File: src/rtl/core/obdtp_pkg.sv
// ----------------------------------------------------------------------------
// OBD ISO-TP request receiver package
// Shared widths, codes, reset values and frame constants.
// ----------------------------------------------------------------------------
package obdtp_pkg;

	localparam int ID_W   = 11;
	localparam int DATA_W = 64;
	localparam int LEN_W  = 12;
	localparam int TMO_W  = 16;
	localparam int ADDR_W = 4;
	localparam int APB_W  = 32;

	// command codes of an input item
	localparam logic [1:0] CMD_START = 2'd0;
	localparam logic [1:0] CMD_FRAME = 2'd1;
	localparam logic [1:0] CMD_TICK  = 2'd2;

	// result kinds
	localparam logic [1:0] KIND_TX   = 2'd0;
	localparam logic [1:0] KIND_BYTE = 2'd1;
	localparam logic [1:0] KIND_DONE = 2'd2;

	// done status codes
	localparam logic [1:0] ST_OK      = 2'd0;
	localparam logic [1:0] ST_SEQ     = 2'd1;
	localparam logic [1:0] ST_TYPE    = 2'd2;
	localparam logic [1:0] ST_TIMEOUT = 2'd3;

	// register indexes (paddr[3:2])
	localparam logic [1:0] REG_REQUEST_ID    = 2'd0;
	localparam logic [1:0] REG_RESPONSE_ID   = 2'd1;
	localparam logic [1:0] REG_IDLE_TIMEOUT  = 2'd2;
	localparam logic [1:0] REG_TOTAL_TIMEOUT = 2'd3;

	// register reset values
	localparam logic [ID_W-1:0]  REQUEST_ID_RST    = 11'h7DF;
	localparam logic [ID_W-1:0]  RESPONSE_ID_RST   = 11'h7E8;
	localparam logic [TMO_W-1:0] IDLE_TIMEOUT_RST  = 16'd500;
	localparam logic [TMO_W-1:0] TOTAL_TIMEOUT_RST = 16'd5000;

	// frame constants
	localparam logic [7:0] PCI_QUERY     = 8'h02;
	localparam logic [7:0] PCI_FLOW_CTRL = 8'h30;
	localparam logic [7:0] PID_ANY       = 8'hFF;
	localparam logic [3:0] TYPE_SF       = 4'h0;
	localparam logic [3:0] TYPE_FF       = 4'h1;
	localparam logic [3:0] TYPE_CF       = 4'h2;
	localparam logic [2:0] MAX_FRAME_BYTES = 3'd7;
	localparam logic [2:0] FF_BYTES        = 3'd6;

	typedef enum logic [2:0] {
		PH_IDLE   = 3'b001,
		PH_FIRST  = 3'b010,
		PH_CONSEC = 3'b100
	} phase_t;

endpackage

File: src/rtl/core/obdtp_item_if.sv
// ----------------------------------------------------------------------------
// Input item channel
// Valid/ready channel carrying one command item.
// ----------------------------------------------------------------------------
interface obdtp_item_if;
	logic                             valid;
	logic                             ready;
	logic [1:0]                       cmd;
	logic [7:0]                       req_mode;
	logic [7:0]                       req_pid;
	logic [obdtp_pkg::ID_W-1:0]       frame_id;
	logic [obdtp_pkg::DATA_W-1:0]     frame_data;

	modport source (output valid, cmd, req_mode, req_pid, frame_id, frame_data, input ready);
	modport sink (input valid, cmd, req_mode, req_pid, frame_id, frame_data, output ready);
endinterface

File: src/rtl/core/obdtp_res_if.sv
// ----------------------------------------------------------------------------
// Result channel
// Valid/ready channel carrying one result item.
// ----------------------------------------------------------------------------
interface obdtp_res_if;
	logic                             valid;
	logic                             ready;
	logic [1:0]                       kind;
	logic [obdtp_pkg::ID_W-1:0]       tx_id;
	logic [obdtp_pkg::DATA_W-1:0]     tx_data;
	logic [7:0]                       payload_byte;
	logic [1:0]                       status;
	logic [obdtp_pkg::LEN_W-1:0]      resp_len;
	logic                             last;

	modport source (output valid, kind, tx_id, tx_data, payload_byte, status,
		resp_len, last, input ready);
	modport sink (input valid, kind, tx_id, tx_data, payload_byte, status,
		resp_len, last, output ready);
endinterface

File: src/rtl/core/obd_isotp_request_receiver.sv
// ----------------------------------------------------------------------------
// OBD ISO-TP request receiver
// Requesting side of an OBD query: single-frame query out, response frames
// filtered and reassembled into payload bytes, flow control and a done status.
// ----------------------------------------------------------------------------
// Usage:
//  item   : valid/ready input. cmd start sends a query and opens a run, cmd
//           frame feeds one received CAN frame, cmd tick is one millisecond.
//  res    : valid/ready output, one result per transfer: a frame to send,
//           one payload byte, or the done status (last = 1) closing the run.
//  APB    : four registers at 0x0/0x4/0x8/0xC (request id, response id,
//           idle timeout, total timeout); write only while idle.
// Timing:
//  An accepted item updates the run state at once and loads a result batch
//  (payload bytes, then a transmit frame, then done) into the batch register.
//  The batch drains into the output register one result per cycle while the
//  output register is empty or res.ready is high, so the first result passes
//  the batch register and then the output register. item.ready is high while
//  the batch register is empty; an item without results leaves it empty.
//  The drain rate is set by the single output register.
// Reset clears the run state, the batch and the output valid; registers
// take their default ids and timeouts. When res.ready is low the current
// result holds, the batch stalls and item.ready stays low until it drains.
// ----------------------------------------------------------------------------
module obd_isotp_request_receiver (
	input  logic                             clk,
	input  logic                             arst_n,
	obdtp_item_if.sink                       item,
	obdtp_res_if.source                      res,
	input  logic                             psel,
	input  logic                             penable,
	input  logic                             pwrite,
	input  logic [obdtp_pkg::ADDR_W-1:0]     paddr,
	input  logic [obdtp_pkg::APB_W-1:0]      pwdata,
	output logic [obdtp_pkg::APB_W-1:0]      prdata,
	output logic                             pready
);

	// pending results of one item, emitted in field order
	typedef struct packed {
		logic [obdtp_pkg::DATA_W-1:0] pl_data;  // frame carrying the payload bytes
		logic [2:0]                   pl_idx;   // next payload byte index
		logic [2:0]                   pl_cnt;   // payload bytes still to emit
		logic                         tx_en;
		logic [obdtp_pkg::ID_W-1:0]   tx_id;
		logic [obdtp_pkg::DATA_W-1:0] tx_data;
		logic                         done_en;
		logic [1:0]                   done_st;
		logic [obdtp_pkg::LEN_W-1:0]  done_len;
	} batch_t;

	// configuration
	logic [obdtp_pkg::ID_W-1:0]  request_id_q;
	logic [obdtp_pkg::ID_W-1:0]  response_id_q;
	logic [obdtp_pkg::TMO_W-1:0] idle_tmo_q;
	logic [obdtp_pkg::TMO_W-1:0] total_tmo_q;
	logic                        cfg_wr;

	// run state
	obdtp_pkg::phase_t           phase_q, phase_n;
	logic [7:0]                  pid_q, pid_n;
	logic [3:0]                  seq_q, seq_n;
	logic [obdtp_pkg::LEN_W-1:0] rcv_q, rcv_n;
	logic [obdtp_pkg::LEN_W-1:0] exp_q, exp_n;
	logic [obdtp_pkg::TMO_W-1:0] idle_q, idle_n;
	logic [obdtp_pkg::TMO_W-1:0] total_q, total_n;

	// batch and output
	batch_t                      bat_s1, bat_new, bat_n;
	logic                        bat_busy;
	logic                        move;
	logic                        accept;
	logic                        out_vld_q;

	// frame decode
	logic [7:0]                  pci, fb1, fb2;
	logic [3:0]                  ftype, fnib;
	logic [2:0]                  sf_len;
	logic [obdtp_pkg::LEN_W-1:0] ff_len;
	logic [obdtp_pkg::LEN_W-1:0] cf_rem;
	logic [2:0]                  cf_n;
	logic [obdtp_pkg::LEN_W-1:0] cf_sum;
	logic [obdtp_pkg::TMO_W-1:0] idle_inc, total_inc;
	logic [2:0]                  byte_sel;

	assign pready = 1'b1;
	assign cfg_wr = psel && penable && pwrite;

	always_ff @(posedge clk or negedge arst_n) begin
		if (!arst_n) begin
			request_id_q  <= obdtp_pkg::REQUEST_ID_RST;
			response_id_q <= obdtp_pkg::RESPONSE_ID_RST;
			idle_tmo_q    <= obdtp_pkg::IDLE_TIMEOUT_RST;
			total_tmo_q   <= obdtp_pkg::TOTAL_TIMEOUT_RST;
		end else if (cfg_wr) begin
			case (paddr[3:2])
				obdtp_pkg::REG_REQUEST_ID:    request_id_q  <= pwdata[obdtp_pkg::ID_W-1:0];
				obdtp_pkg::REG_RESPONSE_ID:   response_id_q <= pwdata[obdtp_pkg::ID_W-1:0];
				obdtp_pkg::REG_IDLE_TIMEOUT:  idle_tmo_q    <= pwdata[obdtp_pkg::TMO_W-1:0];
				obdtp_pkg::REG_TOTAL_TIMEOUT: total_tmo_q   <= pwdata[obdtp_pkg::TMO_W-1:0];
				default: ;
			endcase
		end
	end

	always_comb begin
		case (paddr[3:2])
			obdtp_pkg::REG_REQUEST_ID:    prdata = {21'd0, request_id_q};
			obdtp_pkg::REG_RESPONSE_ID:   prdata = {21'd0, response_id_q};
			obdtp_pkg::REG_IDLE_TIMEOUT:  prdata = {16'd0, idle_tmo_q};
			obdtp_pkg::REG_TOTAL_TIMEOUT: prdata = {16'd0, total_tmo_q};
			default:                      prdata = '0;
		endcase
	end

	// new item enters only once the previous batch has fully drained
	assign bat_busy   = (bat_s1.pl_cnt != 3'd0) || bat_s1.tx_en || bat_s1.done_en;
	assign item.ready = !bat_busy;
	assign accept     = item.valid && !bat_busy;

	assign pci    = item.frame_data[63:56];
	assign fb1    = item.frame_data[55:48];
	assign fb2    = item.frame_data[47:40];
	assign ftype  = pci[7:4];
	assign fnib   = pci[3:0];
	assign sf_len = (fnib > {1'b0, obdtp_pkg::MAX_FRAME_BYTES}) ?
		obdtp_pkg::MAX_FRAME_BYTES : fnib[2:0];
	assign ff_len = {fnib, fb1};
	assign cf_rem = exp_q - rcv_q;
	assign cf_n   = (cf_rem > {9'd0, obdtp_pkg::MAX_FRAME_BYTES}) ?
		obdtp_pkg::MAX_FRAME_BYTES : cf_rem[2:0];
	assign cf_sum = rcv_q + {9'd0, cf_n};
	// counters saturate at all ones
	assign idle_inc  = (&idle_q)  ? idle_q  : idle_q + 16'd1;
	assign total_inc = (&total_q) ? total_q : total_q + 16'd1;

	// one pass of the protocol for the accepted item
	always_comb begin
		phase_n = phase_q;
		pid_n   = pid_q;
		seq_n   = seq_q;
		rcv_n   = rcv_q;
		exp_n   = exp_q;
		idle_n  = idle_q;
		total_n = total_q;
		bat_new = '0;
		bat_new.pl_data = item.frame_data;
		if (accept) begin
			case (item.cmd)
				obdtp_pkg::CMD_START: begin
					pid_n   = item.req_pid;
					phase_n = obdtp_pkg::PH_FIRST;
					seq_n   = '0;
					rcv_n   = '0;
					exp_n   = '0;
					idle_n  = '0;
					total_n = '0;
					bat_new.tx_en   = 1'b1;
					bat_new.tx_id   = request_id_q;
					bat_new.tx_data = {obdtp_pkg::PCI_QUERY, item.req_mode, item.req_pid, 40'd0};
				end
				obdtp_pkg::CMD_FRAME: begin
					if (phase_q != obdtp_pkg::PH_IDLE) begin
						idle_n = '0;
						if (item.frame_id == response_id_q) begin
							if (phase_q == obdtp_pkg::PH_FIRST) begin
								if (fb2 == pid_q || fb2 == obdtp_pkg::PID_ANY) begin
									total_n = '0;
									bat_new.done_en = 1'b1;
									phase_n = obdtp_pkg::PH_IDLE;
									case (ftype)
										obdtp_pkg::TYPE_SF: begin
											exp_n = {9'd0, sf_len};
											bat_new.pl_idx   = 3'd1;
											bat_new.pl_cnt   = sf_len;
											bat_new.done_st  = obdtp_pkg::ST_OK;
											bat_new.done_len = {9'd0, sf_len};
										end
										obdtp_pkg::TYPE_FF: begin
											exp_n = ff_len;
											rcv_n = {9'd0, obdtp_pkg::FF_BYTES};
											seq_n = 4'd1;
											bat_new.pl_idx   = 3'd2;
											bat_new.pl_cnt   = obdtp_pkg::FF_BYTES;
											bat_new.tx_en    = 1'b1;
											bat_new.tx_id    = request_id_q;
											bat_new.tx_data  = {obdtp_pkg::PCI_FLOW_CTRL, 56'd0};
											bat_new.done_st  = obdtp_pkg::ST_OK;
											bat_new.done_len = ff_len;
											// short first frame closes the run at once
											if (ff_len > {9'd0, obdtp_pkg::FF_BYTES}) begin
												bat_new.done_en = 1'b0;
												phase_n = obdtp_pkg::PH_CONSEC;
											end
										end
										default: begin
											exp_n = '0;
											bat_new.done_st  = obdtp_pkg::ST_TYPE;
											bat_new.done_len = '0;
										end
									endcase
								end
							end else begin
								total_n = '0;
								bat_new.done_len = exp_q;
								if (ftype != obdtp_pkg::TYPE_CF) begin
									bat_new.done_en = 1'b1;
									bat_new.done_st = obdtp_pkg::ST_TYPE;
									phase_n = obdtp_pkg::PH_IDLE;
								end else if (fnib != seq_q) begin
									bat_new.done_en = 1'b1;
									bat_new.done_st = obdtp_pkg::ST_SEQ;
									phase_n = obdtp_pkg::PH_IDLE;
								end else begin
									seq_n = seq_q + 4'd1;
									rcv_n = cf_sum;
									bat_new.pl_idx = 3'd1;
									bat_new.pl_cnt = cf_n;
									if (cf_sum >= exp_q) begin
										bat_new.done_en = 1'b1;
										bat_new.done_st = obdtp_pkg::ST_OK;
										phase_n = obdtp_pkg::PH_IDLE;
									end
								end
							end
						end
					end
				end
				obdtp_pkg::CMD_TICK: begin
					if (phase_q != obdtp_pkg::PH_IDLE) begin
						idle_n  = idle_inc;
						total_n = total_inc;
						if (idle_inc >= idle_tmo_q || total_inc >= total_tmo_q) begin
							bat_new.done_en  = 1'b1;
							bat_new.done_st  = obdtp_pkg::ST_TIMEOUT;
							bat_new.done_len = exp_q;
							phase_n = obdtp_pkg::PH_IDLE;
						end
					end
				end
				default: ;
			endcase
		end
	end

	// drain order: payload bytes, transmit frame, done
	assign move = bat_busy && (!out_vld_q || res.ready);

	always_comb begin
		bat_n = bat_s1;
		if (accept) begin
			bat_n = bat_new;
		end else if (move) begin
			if (bat_s1.pl_cnt != 3'd0) begin
				bat_n.pl_cnt = bat_s1.pl_cnt - 3'd1;
				bat_n.pl_idx = bat_s1.pl_idx + 3'd1;
			end else if (bat_s1.tx_en) begin
				bat_n.tx_en = 1'b0;
			end else begin
				bat_n.done_en = 1'b0;
			end
		end
	end

	assign byte_sel = 3'd7 - bat_s1.pl_idx;

	always_ff @(posedge clk or negedge arst_n) begin
		if (!arst_n) begin
			phase_q   <= obdtp_pkg::PH_IDLE;
			pid_q     <= '0;
			seq_q     <= '0;
			rcv_q     <= '0;
			exp_q     <= '0;
			idle_q    <= '0;
			total_q   <= '0;
			bat_s1    <= '0;
			out_vld_q <= 1'b0;
		end else begin
			phase_q <= phase_n;
			pid_q   <= pid_n;
			seq_q   <= seq_n;
			rcv_q   <= rcv_n;
			exp_q   <= exp_n;
			idle_q  <= idle_n;
			total_q <= total_n;
			bat_s1  <= bat_n;
			if (move) begin
				out_vld_q <= 1'b1;
			end else if (res.ready) begin
				out_vld_q <= 1'b0;
			end
		end
	end

	// output payload register, zero in fields that the kind does not use
	always_ff @(posedge clk) begin
		if (move) begin
			res.tx_id        <= '0;
			res.tx_data      <= '0;
			res.payload_byte <= '0;
			res.status       <= '0;
			res.resp_len     <= '0;
			res.last         <= 1'b0;
			if (bat_s1.pl_cnt != 3'd0) begin
				res.kind         <= obdtp_pkg::KIND_BYTE;
				res.payload_byte <= bat_s1.pl_data[{byte_sel, 3'b000} +: 8];
			end else if (bat_s1.tx_en) begin
				res.kind    <= obdtp_pkg::KIND_TX;
				res.tx_id   <= bat_s1.tx_id;
				res.tx_data <= bat_s1.tx_data;
			end else begin
				res.kind     <= obdtp_pkg::KIND_DONE;
				res.status   <= bat_s1.done_st;
				res.resp_len <= bat_s1.done_len;
				res.last     <= 1'b1;
			end
		end
	end

	assign res.valid = out_vld_q;

endmodule

File: src/flat_wrapper.sv
// flat-port wrapper written by rule: the top's interface ports become plain ports
module obd_isotp_request_receiver_flat 
  (clk, arst_n, psel, penable, pwrite, paddr, pwdata, prdata, pready, item_valid, item_cmd, item_req_mode, item_req_pid, item_frame_id, item_frame_data, item_ready, res_valid, res_kind, res_tx_id, res_tx_data, res_payload_byte, res_status, res_resp_len, res_last, res_ready);
  obdtp_item_if item_i ();
  obdtp_res_if res_i ();
  input  logic clk;
  input  logic arst_n;
  input  logic psel;
  input  logic penable;
  input  logic pwrite;
  input  logic [obdtp_pkg::ADDR_W-1:0] paddr;
  input  logic [obdtp_pkg::APB_W-1:0] pwdata;
  output logic [obdtp_pkg::APB_W-1:0] prdata;
  output logic pready;
  input wire logic [$bits(item_i.valid)-1:0] item_valid;
  input wire logic [$bits(item_i.cmd)-1:0] item_cmd;
  input wire logic [$bits(item_i.req_mode)-1:0] item_req_mode;
  input wire logic [$bits(item_i.req_pid)-1:0] item_req_pid;
  input wire logic [$bits(item_i.frame_id)-1:0] item_frame_id;
  input wire logic [$bits(item_i.frame_data)-1:0] item_frame_data;
  output wire logic [$bits(item_i.ready)-1:0] item_ready;
  output wire logic [$bits(res_i.valid)-1:0] res_valid;
  output wire logic [$bits(res_i.kind)-1:0] res_kind;
  output wire logic [$bits(res_i.tx_id)-1:0] res_tx_id;
  output wire logic [$bits(res_i.tx_data)-1:0] res_tx_data;
  output wire logic [$bits(res_i.payload_byte)-1:0] res_payload_byte;
  output wire logic [$bits(res_i.status)-1:0] res_status;
  output wire logic [$bits(res_i.resp_len)-1:0] res_resp_len;
  output wire logic [$bits(res_i.last)-1:0] res_last;
  input wire logic [$bits(res_i.ready)-1:0] res_ready;
  assign item_i.valid = item_valid;
  assign item_i.cmd = item_cmd;
  assign item_i.req_mode = item_req_mode;
  assign item_i.req_pid = item_req_pid;
  assign item_i.frame_id = item_frame_id;
  assign item_i.frame_data = item_frame_data;
  assign item_ready = item_i.ready;
  assign res_valid = res_i.valid;
  assign res_kind = res_i.kind;
  assign res_tx_id = res_i.tx_id;
  assign res_tx_data = res_i.tx_data;
  assign res_payload_byte = res_i.payload_byte;
  assign res_status = res_i.status;
  assign res_resp_len = res_i.resp_len;
  assign res_last = res_i.last;
  assign res_i.ready = res_ready;
  obd_isotp_request_receiver u_core (.clk(clk), .arst_n(arst_n), .item(item_i), .res(res_i), .psel(psel), .penable(penable), .pwrite(pwrite), .paddr(paddr), .pwdata(pwdata), .prdata(prdata), .pready(pready));
endmodule
File: config.mk
export PLATFORM = sky130hd
export DESIGN_NAME = obd_isotp_request_receiver_flat
export DESIGN_NICKNAME = d
export VERILOG_FILES = /design/src/rtl/core/obdtp_pkg.sv /design/src/rtl/core/obdtp_item_if.sv /design/src/rtl/core/obdtp_res_if.sv /design/src/rtl/core/obd_isotp_request_receiver.sv /design/src/flat_wrapper.sv
export SDC_FILE = /design/constraint.sdc
export NUM_CORES = 1
export LEC_CHECK = 0
export ABC_AREA = 1
export BUFFER_PORTS_ARGS = -buffer_cell sky130_fd_sc_hd__buf_2
export CORE_ASPECT_RATIO = 0.75
export CORE_MARGIN = 10
export CORE_UTILIZATION = 30
export CTS_BUF_LIST = sky130_fd_sc_hd__clkbuf_4
export DETAILED_ROUTE_END_ITERATION = 10
export HOLD_SLACK_MARGIN = 0.1
export MAX_ROUTING_LAYER = met4
export PLACE_DENSITY_LB_ADDON = 0.25
export SLEW_MARGIN = 15
export SYNTH_ARGS = -nofsm -noshare
export SYNTH_HDL_FRONTEND = slang
export SYNTH_SLANG_ARGS = --single-unit
File: constraint.sdc
create_clock -name clk -period 4.37 [get_ports clk]
set_input_delay 0.874 -clock clk [delete_from_list [all_inputs] [get_ports clk]]
set_output_delay 0.874 -clock clk [all_outputs]
set_load 0.01 [all_outputs]
==> Flow_metrics.wiki, run 1 <==
{| class="wikitable"
! Metric !! Value
|-
| Flip-flop cell with the highest count after synthesis || sky130_fd_sc_hd__dfrtp_1
|-
| Source-to-sink clock delay at the later pin of the worst-skew pair || 0.82 ns
|-
| CTS tree || built
|-
| Vias in the first global route || 14700
|-
| Effective utilization at floorplan || 0.303
|-
| VDD IR-drop max || 269 uV
|-
| CTS root buffer || sky130_fd_sc_hd__clkbuf_4
|-
| FF-to-FF Start || u_core.exp_q[9]
|-
| Dominant cell by count in the synthesized netlist || sky130_fd_sc_hd__nand2_1
|-
| Total DRC errors in the routed layout || 0
|-
| Setup violators final || 0
|-
| Maximum number of pins on one net before global-route repair || 123
|-
| Number of buffers created by CTS || 86
|-
| Length in cells of the worst reg-to-reg path || 29
|-
| Worst setup path category || reg -> reg
|-
| Proportion of synthesized flip-flops having asynchronous set or reset || 0.820
|-
| Type of the tightest min-delay check || in -> async
|-
| Cell row count || 74
|-
| Part of the Yosys area used for sequential elements || 0.467
|-
| Total core area || 54300 um2
|-
| Biggest cell delay along the critical path || 0.45 ns
|-
| Critical Path Source || u_core.exp_q[9]
|-
| Leading post-synthesis cells by instance count || 504 x sky130_fd_sc_hd__nand2_1, 302 x sky130_fd_sc_hd__inv_1, 243 x sky130_fd_sc_hd__o21ai_0
|-
| Length of the first detailed-routing pass in iterations || 6
|-
| H-Tree Level Count || 3
|-
| Number of buffers inserted by hold repair at cts || 0
|-
| Number of synthesized flops with an enable pin || 53
|-
| Most repeated library cell on the critical path || sky130_fd_sc_hd__nand2_1
|-
| Status || complete, no violations
|-
| R2r endpoint || u_core.phase_q[1]
|-
| Setup slack of the most critical reg-to-reg path || 0.004 ns
|-
| Starting DRT DRC Count || 976
|-
| Capturing element of the worst setup path || u_core.phase_q[1]
|-
| Data arrival at the endpoint of the critical path || 5.04 ns
|-
| Area of the die || 64600 um2
|-
| Chip height || 223 um
|-
| Number of nets in the final layout || 2555
|-
| Max Cap Viol || 0
|-
| Multiplexer share of the synthesized area || 0
|-
| Biggest area contributors in the synthesized netlist || sky130_fd_sc_hd__dfrtp_1 32%, sky130_fd_sc_hd__nand2_1 12%, sky130_fd_sc_hd__edfxtp_1 9.7%
|-
| #FFs+latches synth || 294
|-
| Final-report hold violation count || 0
|-
| Average cell area after synthesis || 7.99 um2
|-
| P&R area growth vs syn || 22.0%
|-
| Fin crit period || 4.37 ns
|-
| Largest driver fanout on the critical path || 6
|-
| Nature of the critical path endpoint || flop
|-
| Slew at the pin with the worst max-slew slack || 1.04 ns
|-
| Bufs on Longest Clock Path || 3
|-
| Area of the mapped netlist || 16400 um2
|-
| First-pass GRT wire length || 80300 um
|-
| Final ANT Viol Nets || 0
|-
| Number of ports placed on the die boundary || 271
|-
| Global-route total usage across every layer || 0.156
|-
| Remaining global-route overflow || 0
|-
| Number of antenna violations at the first check in global routing || 7
|-
| Share of synthesized cell area in full adder, half adder and majority cells || 0.0535
|-
| Count of vias placed by the detailed router || 14600
|-
| Unrepaired setup endpoints after global routing || true
|-
| Clock sink total || 294
|-
| Max-slew headroom || 0.306
|-
| Final setup TNS || 0 ns
|-
| Fraction of the mapped netlist area in compound gates || 0.125
|-
| Wire length per cell || 15.9 um
|-
| Combinational family with the most area after synthesis || simple AND/OR/NAND/NOR gates
|-
| Count of synthesis-stage warnings from yosys || 0
|-
| Leakage power summed over all cells || 9.77 nW
|-
| Worst Setup Start Kind || flop
|-
| Share of Yosys cell area claimed by the top area cell type || 0.323
|-
| CP required || 5.04 ns
|-
| Max-slew violation total from the final report || 0
|-
| Ratio of routed vias to standard cells || 4.63
|-
| Portion of the clock cycle consumed by the worst path in the final layout || 0.999
|-
| Simple-gate portion of the synthesized area || 0.218
|-
| Yosys top cell by area || sky130_fd_sc_hd__dfrtp_1
|-
| # port buffers || 190
|-
| Highest clock frequency the design can meet || 229 MHz
|-
| Final core utilization || 0.369
|-
| Power density over the cells || 591 nW/um2
|-
| Worst setup skew after layout || 0.0788 ns
|-
| Final wirelength || 50100 um
|-
| Post-detail-place hpwl || 36700 um
|-
| XOR/XNOR share of the synthesized area || 0.0187
|-
| Count of different cell masters after synthesis || 54
|-
| Layout cell share with drive strength beyond 1 || 0.232
|-
| Last weighted congestion value of the routability-driven placer || 0.909
|-
| Count of mapped cells out of synthesis || 2055
|-
| Die width || 290 um
|-
| Clock slew seen by the registers of the worst setup and hold paths || 0.07 ns
|-
| Slowest cell on the critical path || sky130_fd_sc_hd__dfrtp_1
|}
==> area by class of cell <==
type	count	area [um2]
Fill cell	5720	34200
Sequential cell	294	7660
Multi-Input combinational cell	1378	7430
Timing Repair Buffer	280	1670
Inverter	310	1170
Clock buffer	137	1030
Tap cell	722	903
Clock inverter	20	133
Antenna cell	8	20.0
==> report_power, final <==
group / switching, W / total (W) / leakage [nW] / internal [W]
logic: 0.00285 / 0.00465 / 5.54 / 0.00180
clock network: 0.00127 / 0.00275 / 0.689 / 0.00149
registers: 0.000581 / 0.00444 / 3.54 / 0.00386
total: 0.00469 / 0.0118 / 9.77 / 0.00714
==> flip-flops by register name (all words and copies together) (netlist names), 2 cells and up <==
register                 count
u_core.pid_q                 8
u_core.idle_q               16
u_core.res.kind              2
u_core.res.resp_len         12
u_core.response_id_q        11
u_core.res.status            2
u_core.phase_q               3
u_core.exp_q                12
u_core.total_tmo_q          16
u_core.res.payload_byte      8
u_core.bat_s1              115
u_core.idle_tmo_q           16
u_core.seq_q                 4
u_core.res.tx_id            11
u_core.res.tx_data          18
u_core.rcv_q                12
u_core.request_id_q         11
u_core.total_q              16
==> placed cells by master (no fill, tap or decap), drive strengths merged, types with 2 or more instances in the layout <==
cell / n
buf: 280
or2: 2
o31ai: 3
conb: 62
nor4: 9
clkbuf: 137
edfxtp: 53
a22oi: 5
xnor2: 8
nand2: 508
inv: 312
a21oi: 43
xor2: 27
and2: 7
ha: 67
a31oi: 10
nand3b: 2
fa: 2
o2111ai: 11
dfrtp: 212
dfstp: 29
o21a: 4
o22ai: 44
nor2: 164
nand3: 81
nor3: 33
diode: 8
clkinv: 16
o211ai: 2
nand4: 29
o21ai: 251
==> repair_timing <==
item	4_1_cts	5_1_grt
setup endpoints to repair	4	17
setup buffers	7	7
pin swaps	25	37
gates resized for setup	37	52
==> per-stage QoR <==
step	power [W]	setup slack (ns)	std cells	hold WS (ns)	area, um2
global route	0.0129	-0.250	3146	0.184	20000
detailed placement	0.00881	-0.467	2969	0.462	18300
CTS	0.0118	-0.109	3133	0.158	19700
floorplan	0.00731	0.0148	2115	0.444	16600
finish	0.0118	0.00365	3149	0.166	20000
global placement	0.00868	-0.307	2969	0.461	18300
==> metal layers <==
layer  part of all wire  routed length, um  global-route usage  up-vias
li1                   -                  -                   -     7176
met1               0.47              23700               0.208     6883
met2               0.44              22000               0.229      430
met3              0.068               3390              0.0409       77
met4              0.021               1050              0.0456        0
met5                  0                  0                   -        -
==> critical path: cells and delay by family, from the launching register on <==
kind	cells	cell delay (ns)
AO/OA/AOI/OAI	2	0.23
XOR/XNOR	1	0.20
flip-flops	1	0.45
adder cells (fa/ha/maj)	3	1.03
AND/OR/NAND/NOR	19	1.91
buffers and inverters	4	0.42
==> worst min path at each step <==
stage | from | end | slack [ns] | cells after the start
floorplan | u_core.bat_s1[105] | u_core.bat_s1[105] | 0.44 | 2
global placement | u_core.bat_s1[152] | u_core.bat_s1[152] | 0.46 | 2
detailed placement | u_core.bat_s1[107] | u_core.bat_s1[107] | 0.46 | 2
CTS | arst_n | u_core.idle_tmo_q[9] | 0.16 | 1
global route | item_frame_data[0] | u_core.bat_s1[97] | 0.18 | 3
finish | arst_n | u_core.idle_tmo_q[10] | 0.17 | 1
==> logic make-up after synthesis <==
family	Yosys count
flip-flops	294
adder cells (fa/ha/maj)	69
other	2
AND/OR/NAND/NOR	837
buffers and inverters	443
AO/OA/AOI/OAI	375
XOR/XNOR	35
No activity file was read; power rests on OpenSTA's default activity.
==> run 2: changes to the inputs <==
- CTS_BUF_LIST: sky130_fd_sc_hd__clkbuf_4 -> unset
- CTS_CLUSTER_SIZE: unset -> 14
- SKIP_CTS_REPAIR_TIMING: unset -> 1
==> Flow_metrics.wiki, run 2 (synthesis results as in run 1) <==
{| class="wikitable"
! Metric !! Value
|-
| Status || finished with violations
|-
| Effective utilization at floorplan || 0.303 (unchanged)
|-
| Count of vias placed by the detailed router || 14200 (-2.7%)
|-
| Clock slew seen by the registers of the worst setup and hold paths || 0.06 ns (about the same)
|-
| Final non-filler cell total || 3045 (-3.3%)
|-
| FF-to-FF Start || u_core.exp_q[0]
|-
| CP required || 4.79 ns (-0.25 ns)
|-
| Maximum number of pins on one net before global-route repair || 123 (unchanged)
|-
| Number of nets in the final layout || 2495 (-2.3%)
|-
| Violated checks || negative setup slack
|-
| Register ranked first by flip-flop count || u_core.bat_s1
|-
| Number of buffers created by CTS || 36 (-58%)
|-
| Final setup TNS || -0.639 ns (-0.639 ns)
|-
| Length in cells of the worst reg-to-reg path || 33 (+14%)
|-
| Cell row count || 74 (unchanged)
|-
| Fin crit period || 4.55 ns (+0.189 ns)
|-
| Worst setup path category || reg -> reg
|-
| Post-detailed-placement cell area || 18300 um2 (unchanged)
|-
| Remaining global-route overflow || 0 (unchanged)
|-
| Final ANT Viol Nets || 0 (unchanged)
|-
| Nature of the critical path endpoint || flop
|-
| Total DRC errors in the routed layout || 0 (unchanged)
|-
| Length of the first detailed-routing pass in iterations || 5 (-1)
|-
| Biggest registers after layout || u_core.bat_s1 (115), u_core.res.tx_data (18)
|-
| Starting DRT DRC Count || 992 (+1.6%)
|-
| Source-to-sink clock delay at the later pin of the worst-skew pair || 0.55 ns (-0.27 ns)
|-
| Data arrival at the endpoint of the critical path || 4.98 ns (-0.06 ns)
|-
| Number of antenna violations at the first check in global routing || 6 (-1)
|-
| Largest driver fanout on the critical path || 6 (unchanged)
|-
| DP Cell Count || 2969 (unchanged)
|-
| H-Tree Level Count || 2 (-1)
|-
| Most repeated library cell on the critical path || sky130_fd_sc_hd__nand3_2
|-
| Ratio of routed vias to standard cells || 4.65 (+0.63%)
|-
| Max FFs per register || 115 (unchanged)
|-
| Area of the die || 64600 um2 (unchanged)
|-
| Total core area || 54300 um2 (unchanged)
|-
| Unrepaired setup endpoints after global routing || true
|-
| Worst setup skew after layout || 0.0212 ns (-0.0577 ns)
|-
| Chip height || 223 um (unchanged)
|-
| R2r endpoint || u_core.phase_q[1]
|-
| Portion of the clock cycle consumed by the worst path in the final layout || 1.04 (+0.0431)
|-
| Post-detail-place hpwl || 36700 um (unchanged)
|-
| Power density over the cells || 611 nW/um2 (+3.4%)
|-
| Die width || 290 um (unchanged)
|-
| Leakage power summed over all cells || 9.62 nW (-1.5%)
|-
| Wire length per cell || 16.1 um (+1.3%)
|-
| Critical Path Source || u_core.exp_q[0]
|-
| Clock sink total || 294 (unchanged)
|-
| Setup violators final || 4 (+4)
|-
| First-pass GRT wire length || 78900 um (-1.7%)
|-
| Slew at the pin with the worst max-slew slack || 1.03 ns (-0.00746 ns)
|-
| Bufs on Longest Clock Path || 3 (unchanged)
|-
| CTS root buffer || sky130_fd_sc_hd__clkbuf_16
|-
| Worst Setup Start Kind || flop
|-
| Most used cells in the layout excluding fill and tap cells || 490 x sky130_fd_sc_hd__nand2_1, 297 x sky130_fd_sc_hd__inv_1, 239 x sky130_fd_sc_hd__o21ai_0, 212 x sky130_fd_sc_hd__dfrtp_1, 189 x sky130_fd_sc_hd__buf_2
|-
| Max Cap Viol || 0 (unchanged)
|-
| Layout cell share with drive strength beyond 1 || 0.191 (-0.0412)
|-
| P&R area growth vs syn || 21.1%
|-
| Max-slew violation total from the final report || 0 (unchanged)
|-
| Biggest cell delay along the critical path || 0.40 ns (-0.05 ns)
|-
| CTS tree || built
|-
| Setup slack of the most critical reg-to-reg path || -0.18 ns (-0.19 ns)
|-
| Last weighted congestion value of the routability-driven placer || 0.909 (unchanged)
|-
| Max-slew headroom || 0.311 (+0.00497)
|-
| VDD IR-drop max || 254 uV (-5.8%)
|-
| Final wirelength || 49100 um (-2.0%)
|-
| Fin area || 19900 um2 (-0.70%)
|-
| Final-report hold violation count || 0 (unchanged)
|-
| PnR worst setup slack || -0.185 ns (-0.189 ns)
|-
| Type of the tightest min-delay check || in -> async
|-
| Number of ports placed on the die boundary || 271 (unchanged)
|-
| Slowest cell on the critical path || sky130_fd_sc_hd__fa_2
|-
| Global-route total usage across every layer || 0.153 (-0.00308)
|-
| Commonest non-fill, non-tap cell in the layout || sky130_fd_sc_hd__nand2_1
|-
| Highest clock frequency the design can meet || 220 MHz (-4.1%)
|-
| Vias in the first global route || 14200 (-3.7%)
|-
| # port buffers || 190 (unchanged)
|}
[run 2: changes by cell type in the layout (fill, tap and decap cells not counted), moves of 7 or more]
cell                        previous run  this run
sky130_fd_sc_hd__clkbuf_4            137         0
sky130_fd_sc_hd__clkbuf_1              0         7
sky130_fd_sc_hd__clkinv_1             13         0
sky130_fd_sc_hd__ha_4                 14         6
sky130_fd_sc_hd__ha_1                 52        60
sky130_fd_sc_hd__clkbuf_16             0        36
sky130_fd_sc_hd__buf_4                85        77
[run 2: worst max-delay path: cells and delay by family, from the launching register on]
family	cells	cell delay, ns
and+or+nand+nor	21	2.14
adders and majority gates	4	1.09
DFF	1	0.38
buffers and inverters	5	0.38
xor gates and xnor gates	1	0.22
AOI/OAI and AO/OA	2	0.21
[run 2: layout make-up]
type	instances	area [um2]
well taps	722	903
clock inverters	18	292
inverters	310	1170
diodes	5	12.5
fillers	5665	34400
flip-flops and latches	294	7660
multi-input cells	1378	7260
repair buffers	270	1590
clock buffers	48	996
[run 2: worst max path at each step]
stage,endpoint,slack (ns),cells past startpoint
after floorplan,u_core.phase_q[1],0.01,33
after global placement,u_core.phase_q[1],-0.31,32
after detailed placement,u_core.phase_q[0],-0.47,32
after CTS,u_core.phase_q[0],-0.50,32
after global routing,u_core.phase_q[1],-0.50,33
final,u_core.phase_q[1],-0.18,33
[run 2: stage by stage]
step           total power [W]  hold WS, ns  worst slack [ns]  utilization
2_1_floorplan          0.00731        0.444            0.0148            -
3_3_place_gp           0.00868        0.461            -0.307        0.338
3_5_place_dp           0.00881        0.462            -0.467        0.338
4_1_cts                 0.0121        0.479            -0.498        0.361
5_1_grt                 0.0132        0.496            -0.496        0.366
6_report                0.0122        0.421            -0.185        0.366
[run 2: per-layer routing]
metal / wire, um / GRT usage / part of all wire
met5: 0 / - / 0
met4: 976 / 0.0399 / 0.020
met3: 3150 / 0.0316 / 0.064
met2: 21200 / 0.226 / 0.43
met1: 23800 / 0.210 / 0.48
[run 2: power by group]
part           total [W]  switching (W)  internal, W
combinational    0.00448        0.00277      0.00170
sequential       0.00444       0.000580      0.00386
clock            0.00324        0.00126      0.00198
==> run 3: changes to the inputs <==
- clock period: 4.37 -> 5.2 ns (I/O delays scaled with it)
==> Flow_metrics.wiki, run 3 (synthesis results as in run 1) <==
{| class="wikitable"
! Metric !! Value
|-
| Status || complete, no violations
|-
| Starting DRT DRC Count || 1197 (+21%)
|-
| Cell internal power dissipation || 0.00615 W (-19%)
|-
| Remaining global-route overflow || 0 (unchanged)
|-
| R2r endpoint || u_core.bat_s1[9]
|-
| VDD IR-drop max || 269 uV (+5.9%)
|-
| CP required || 5.67 ns (+0.88 ns)
|-
| Slew at the pin with the worst max-slew slack || 1.02 ns (-0.0166 ns)
|-
| Length in cells of the worst reg-to-reg path || 24 (-27%)
|-
| CTS tree || built
|-
| Post-layout power || 0.00995 W (-18%)
|-
| Max-slew violation total from the final report || 0 (unchanged)
|-
| Register ranked first by flip-flop count || u_core.bat_s1
|-
| Total core area || 54300 um2 (unchanged)
|-
| Ratio of routed vias to standard cells || 4.68 (+0.53%)
|-
| Length of the first detailed-routing pass in iterations || 5 (unchanged)
|-
| Worst setup path category || reg -> reg
|-
| Final-report hold violation count || 0 (unchanged)
|-
| Most used cells in the layout excluding fill and tap cells || 502 x sky130_fd_sc_hd__nand2_1, 299 x sky130_fd_sc_hd__inv_1, 240 x sky130_fd_sc_hd__o21ai_0, 212 x sky130_fd_sc_hd__dfrtp_1, 189 x sky130_fd_sc_hd__buf_2
|-
| Area of the die || 64600 um2 (unchanged)
|-
| Worst Setup Start Kind || flop
|-
| Setup violators final || 0 (-4)
|-
| Bufs on Longest Clock Path || 3 (unchanged)
|-
| P&R area growth vs syn || 17.3%
|-
| Commonest non-fill, non-tap cell in the layout || sky130_fd_sc_hd__nand2_1
|-
| Source of the worst hold timing path || u_core.bat_s1[116]
|-
| Combinational Power Share || 0.349 (-0.019)
|-
| Portion of the clock cycle consumed by the worst path in the final layout || 0.926 (-0.117)
|-
| Global-route total usage across every layer || 0.150 (-0.00264)
|-
| Clock slew seen by the registers of the worst setup and hold paths || 0.06 ns (about the same)
|-
| Last weighted congestion value of the routability-driven placer || 0.871 (-4.1%)
|-
| Vias in the first global route || 13800 (-2.8%)
|-
| Nature of the critical path endpoint || flop
|-
| Die width || 290 um (unchanged)
|-
| Number of antenna violations at the first check in global routing || 6 (unchanged)
|-
| H-Tree Level Count || 2 (unchanged)
|-
| # port buffers || 190 (unchanged)
|-
| Leakage power summed over all cells || 9.32 nW (-3.1%)
|-
| First-pass GRT wire length || 77500 um (-1.9%)
|-
| Maximum number of pins on one net before global-route repair || 115 (-6.5%)
|-
| Max FFs per register || 115 (unchanged)
|-
| Final ANT Viol Nets || 0 (unchanged)
|-
| Highest clock frequency the design can meet || 208 MHz (-5.4%)
|-
| Max Cap Viol || 0 (unchanged)
|-
| Sw Ratio || 0.382 (+0.00260)
|-
| Part of the power in registers || 0.376 (+0.011)
|-
| Post-detail-place hpwl || 35900 um (-2.2%)
|-
| Largest driver fanout on the critical path || 13 (+7)
|-
| Max-slew headroom || 0.321 (+0.00945)
|-
| Source-to-sink clock delay at the later pin of the worst-skew pair || 0.57 ns (+0.02 ns)
|-
| Total DRC errors in the routed layout || 0 (unchanged)
|-
| Chip height || 223 um (unchanged)
|-
| Type of the tightest min-delay check || reg -> reg
|-
| Fin crit period || 4.81 ns (+0.258 ns)
|-
| Number of ports placed on the die boundary || 271 (unchanged)
|-
| Biggest registers after layout || u_core.bat_s1 (115), u_core.res.tx_data (18)
|-
| Final worst hold slack || 0.473 ns (+0.0527 ns)
|-
| Sink of the worst hold path || u_core.bat_s1[116]
|-
| Final wirelength || 48500 um (-1.2%)
|-
| Count of vias placed by the detailed router || 14000 (-1.5%)
|-
| Net switching power || 0.00380 W (-18%)
|-
| Number of nets in the final layout || 2434 (-2.4%)
|-
| Number of buffers created by CTS || 37 (+2.8%)
|-
| Wire length per cell || 16.3 um (+0.81%)
|-
| Setup slack of the most critical reg-to-reg path || 0.39 ns (+0.57 ns)
|-
| Proportion of power drawn by the clock network || 0.275 (+0.008)
|-
| Cell row count || 74 (unchanged)
|-
| Power density over the cells || 516 nW/um2 (-16%)
|-
| CTS root buffer || sky130_fd_sc_hd__clkbuf_16
|-
| Final core utilization || 0.355 (-0.0115)
|-
| Worst setup skew after layout || 0.0404 ns (+0.0192 ns)
|-
| FF-to-FF Start || u_core.idle_q[1]
|-
| Clock sink total || 294 (unchanged)
|-
| Effective utilization at floorplan || 0.303 (unchanged)
|-
| Data arrival at the endpoint of the critical path || 5.29 ns (+0.31 ns)
|-
| Layout cell share with drive strength beyond 1 || 0.154 (-0.0366)
|-
| Hold Path Cell Cnt || 2
|}
-- run 3: cell count changes in the layout (fill, tap and decap cells not counted), moves of 4 or more --
cell                      previous run  this run
sky130_fd_sc_hd__nand3_2            11         6
sky130_fd_sc_hd__nand2_2            15         4
sky130_fd_sc_hd__nand3_1            70        75
sky130_fd_sc_hd__ha_4                6         0
sky130_fd_sc_hd__nand2_1           490       502
sky130_fd_sc_hd__ha_1               60        66
sky130_fd_sc_hd__buf_4              77        16
sky130_fd_sc_hd__nor2_1            150       154
-- run 3: per-layer routing --
layer	part of all wire	track usage
met4	0.017	0.0359
met1	0.48	0.206
met2	0.44	0.225
met5	0	-
met3	0.064	0.0301
-- run 3: cell type report --
class	count	area [um2]
timing repair buffer	208	1110
sequential	294	7660
fill	5755	35000
antenna	4	10.0
clock buffer	50	1040
inverter	310	1170
multi-input combinational	1378	7100
clock inverter	18	269
tap	722	903
-- run 3: worst max-delay path by stage --
stage	depth (start not counted)	end	startpoint	slack (ns)
2_1_floorplan	33	u_core.phase_q[1]	u_core.exp_q[0]	0.84
4_1_cts	32	u_core.phase_q[0]	u_core.exp_q[0]	0.13
3_3_place_gp	32	u_core.phase_q[1]	u_core.exp_q[0]	0.15
5_1_grt	33	u_core.phase_q[2]	u_core.exp_q[0]	-0.10
6_report	24	u_core.bat_s1[9]	u_core.idle_q[1]	0.39
3_5_place_dp	32	u_core.phase_q[1]	u_core.exp_q[0]	0.12
-- run 3: critical path: stages, from the launching register on --
cell	delay, ns
sky130_fd_sc_hd__dfrtp_1	0.36
sky130_fd_sc_hd__ha_1	0.20
sky130_fd_sc_hd__inv_1	0.05
sky130_fd_sc_hd__nor3_1	0.27
sky130_fd_sc_hd__nand2_1	0.19
sky130_fd_sc_hd__nor3_1	0.19
sky130_fd_sc_hd__nand3_1	0.33
sky130_fd_sc_hd__inv_1	0.25
sky130_fd_sc_hd__nor3_1	0.10
sky130_fd_sc_hd__nand2_1	0.08
sky130_fd_sc_hd__xor2_1	0.23
sky130_fd_sc_hd__inv_1	0.09
sky130_fd_sc_hd__ha_1	0.30
sky130_fd_sc_hd__nand2_1	0.05
sky130_fd_sc_hd__inv_1	0.06
sky130_fd_sc_hd__nand3_1	0.06
sky130_fd_sc_hd__nor2_1	0.22
sky130_fd_sc_hd__o21ai_0	0.14
sky130_fd_sc_hd__nand3_1	0.10
sky130_fd_sc_hd__nor2_1	0.09
sky130_fd_sc_hd__nor2_1	0.76
sky130_fd_sc_hd__inv_1	0.24
sky130_fd_sc_hd__nand2_1	0.12
sky130_fd_sc_hd__nand3_1	0.13
sky130_fd_sc_hd__o21ai_0	0.13
-- run 3: stage by stage --
| step | instances | instance area [um2] | setup slack [ns] | TNS [ns] |
|---|---|---|---|---|
| after CTS | 2978 | 19200 | 0.130 | 0 |
| after global placement | 2910 | 17900 | 0.147 | 0 |
| after global routing | 2984 | 19300 | -0.102 | -0.238 |
| after floorplan | 2115 | 16600 | 0.845 | 0 |
| final | 2984 | 19300 | 0.387 | 0 |
| after detailed placement | 2910 | 17900 | 0.122 | 0 |
-- run 3: power groups by stage --
stage	combinational (W)	sequential [W]	clock (W)
floorplan	0.00245	0.00369	0
global placement	0.00337	0.00375	0
detailed placement	0.00345	0.00377	0
CTS	0.00348	0.00374	0.00281
global route	0.00403	0.00384	0.00290
finish	0.00347	0.00374	0.00273
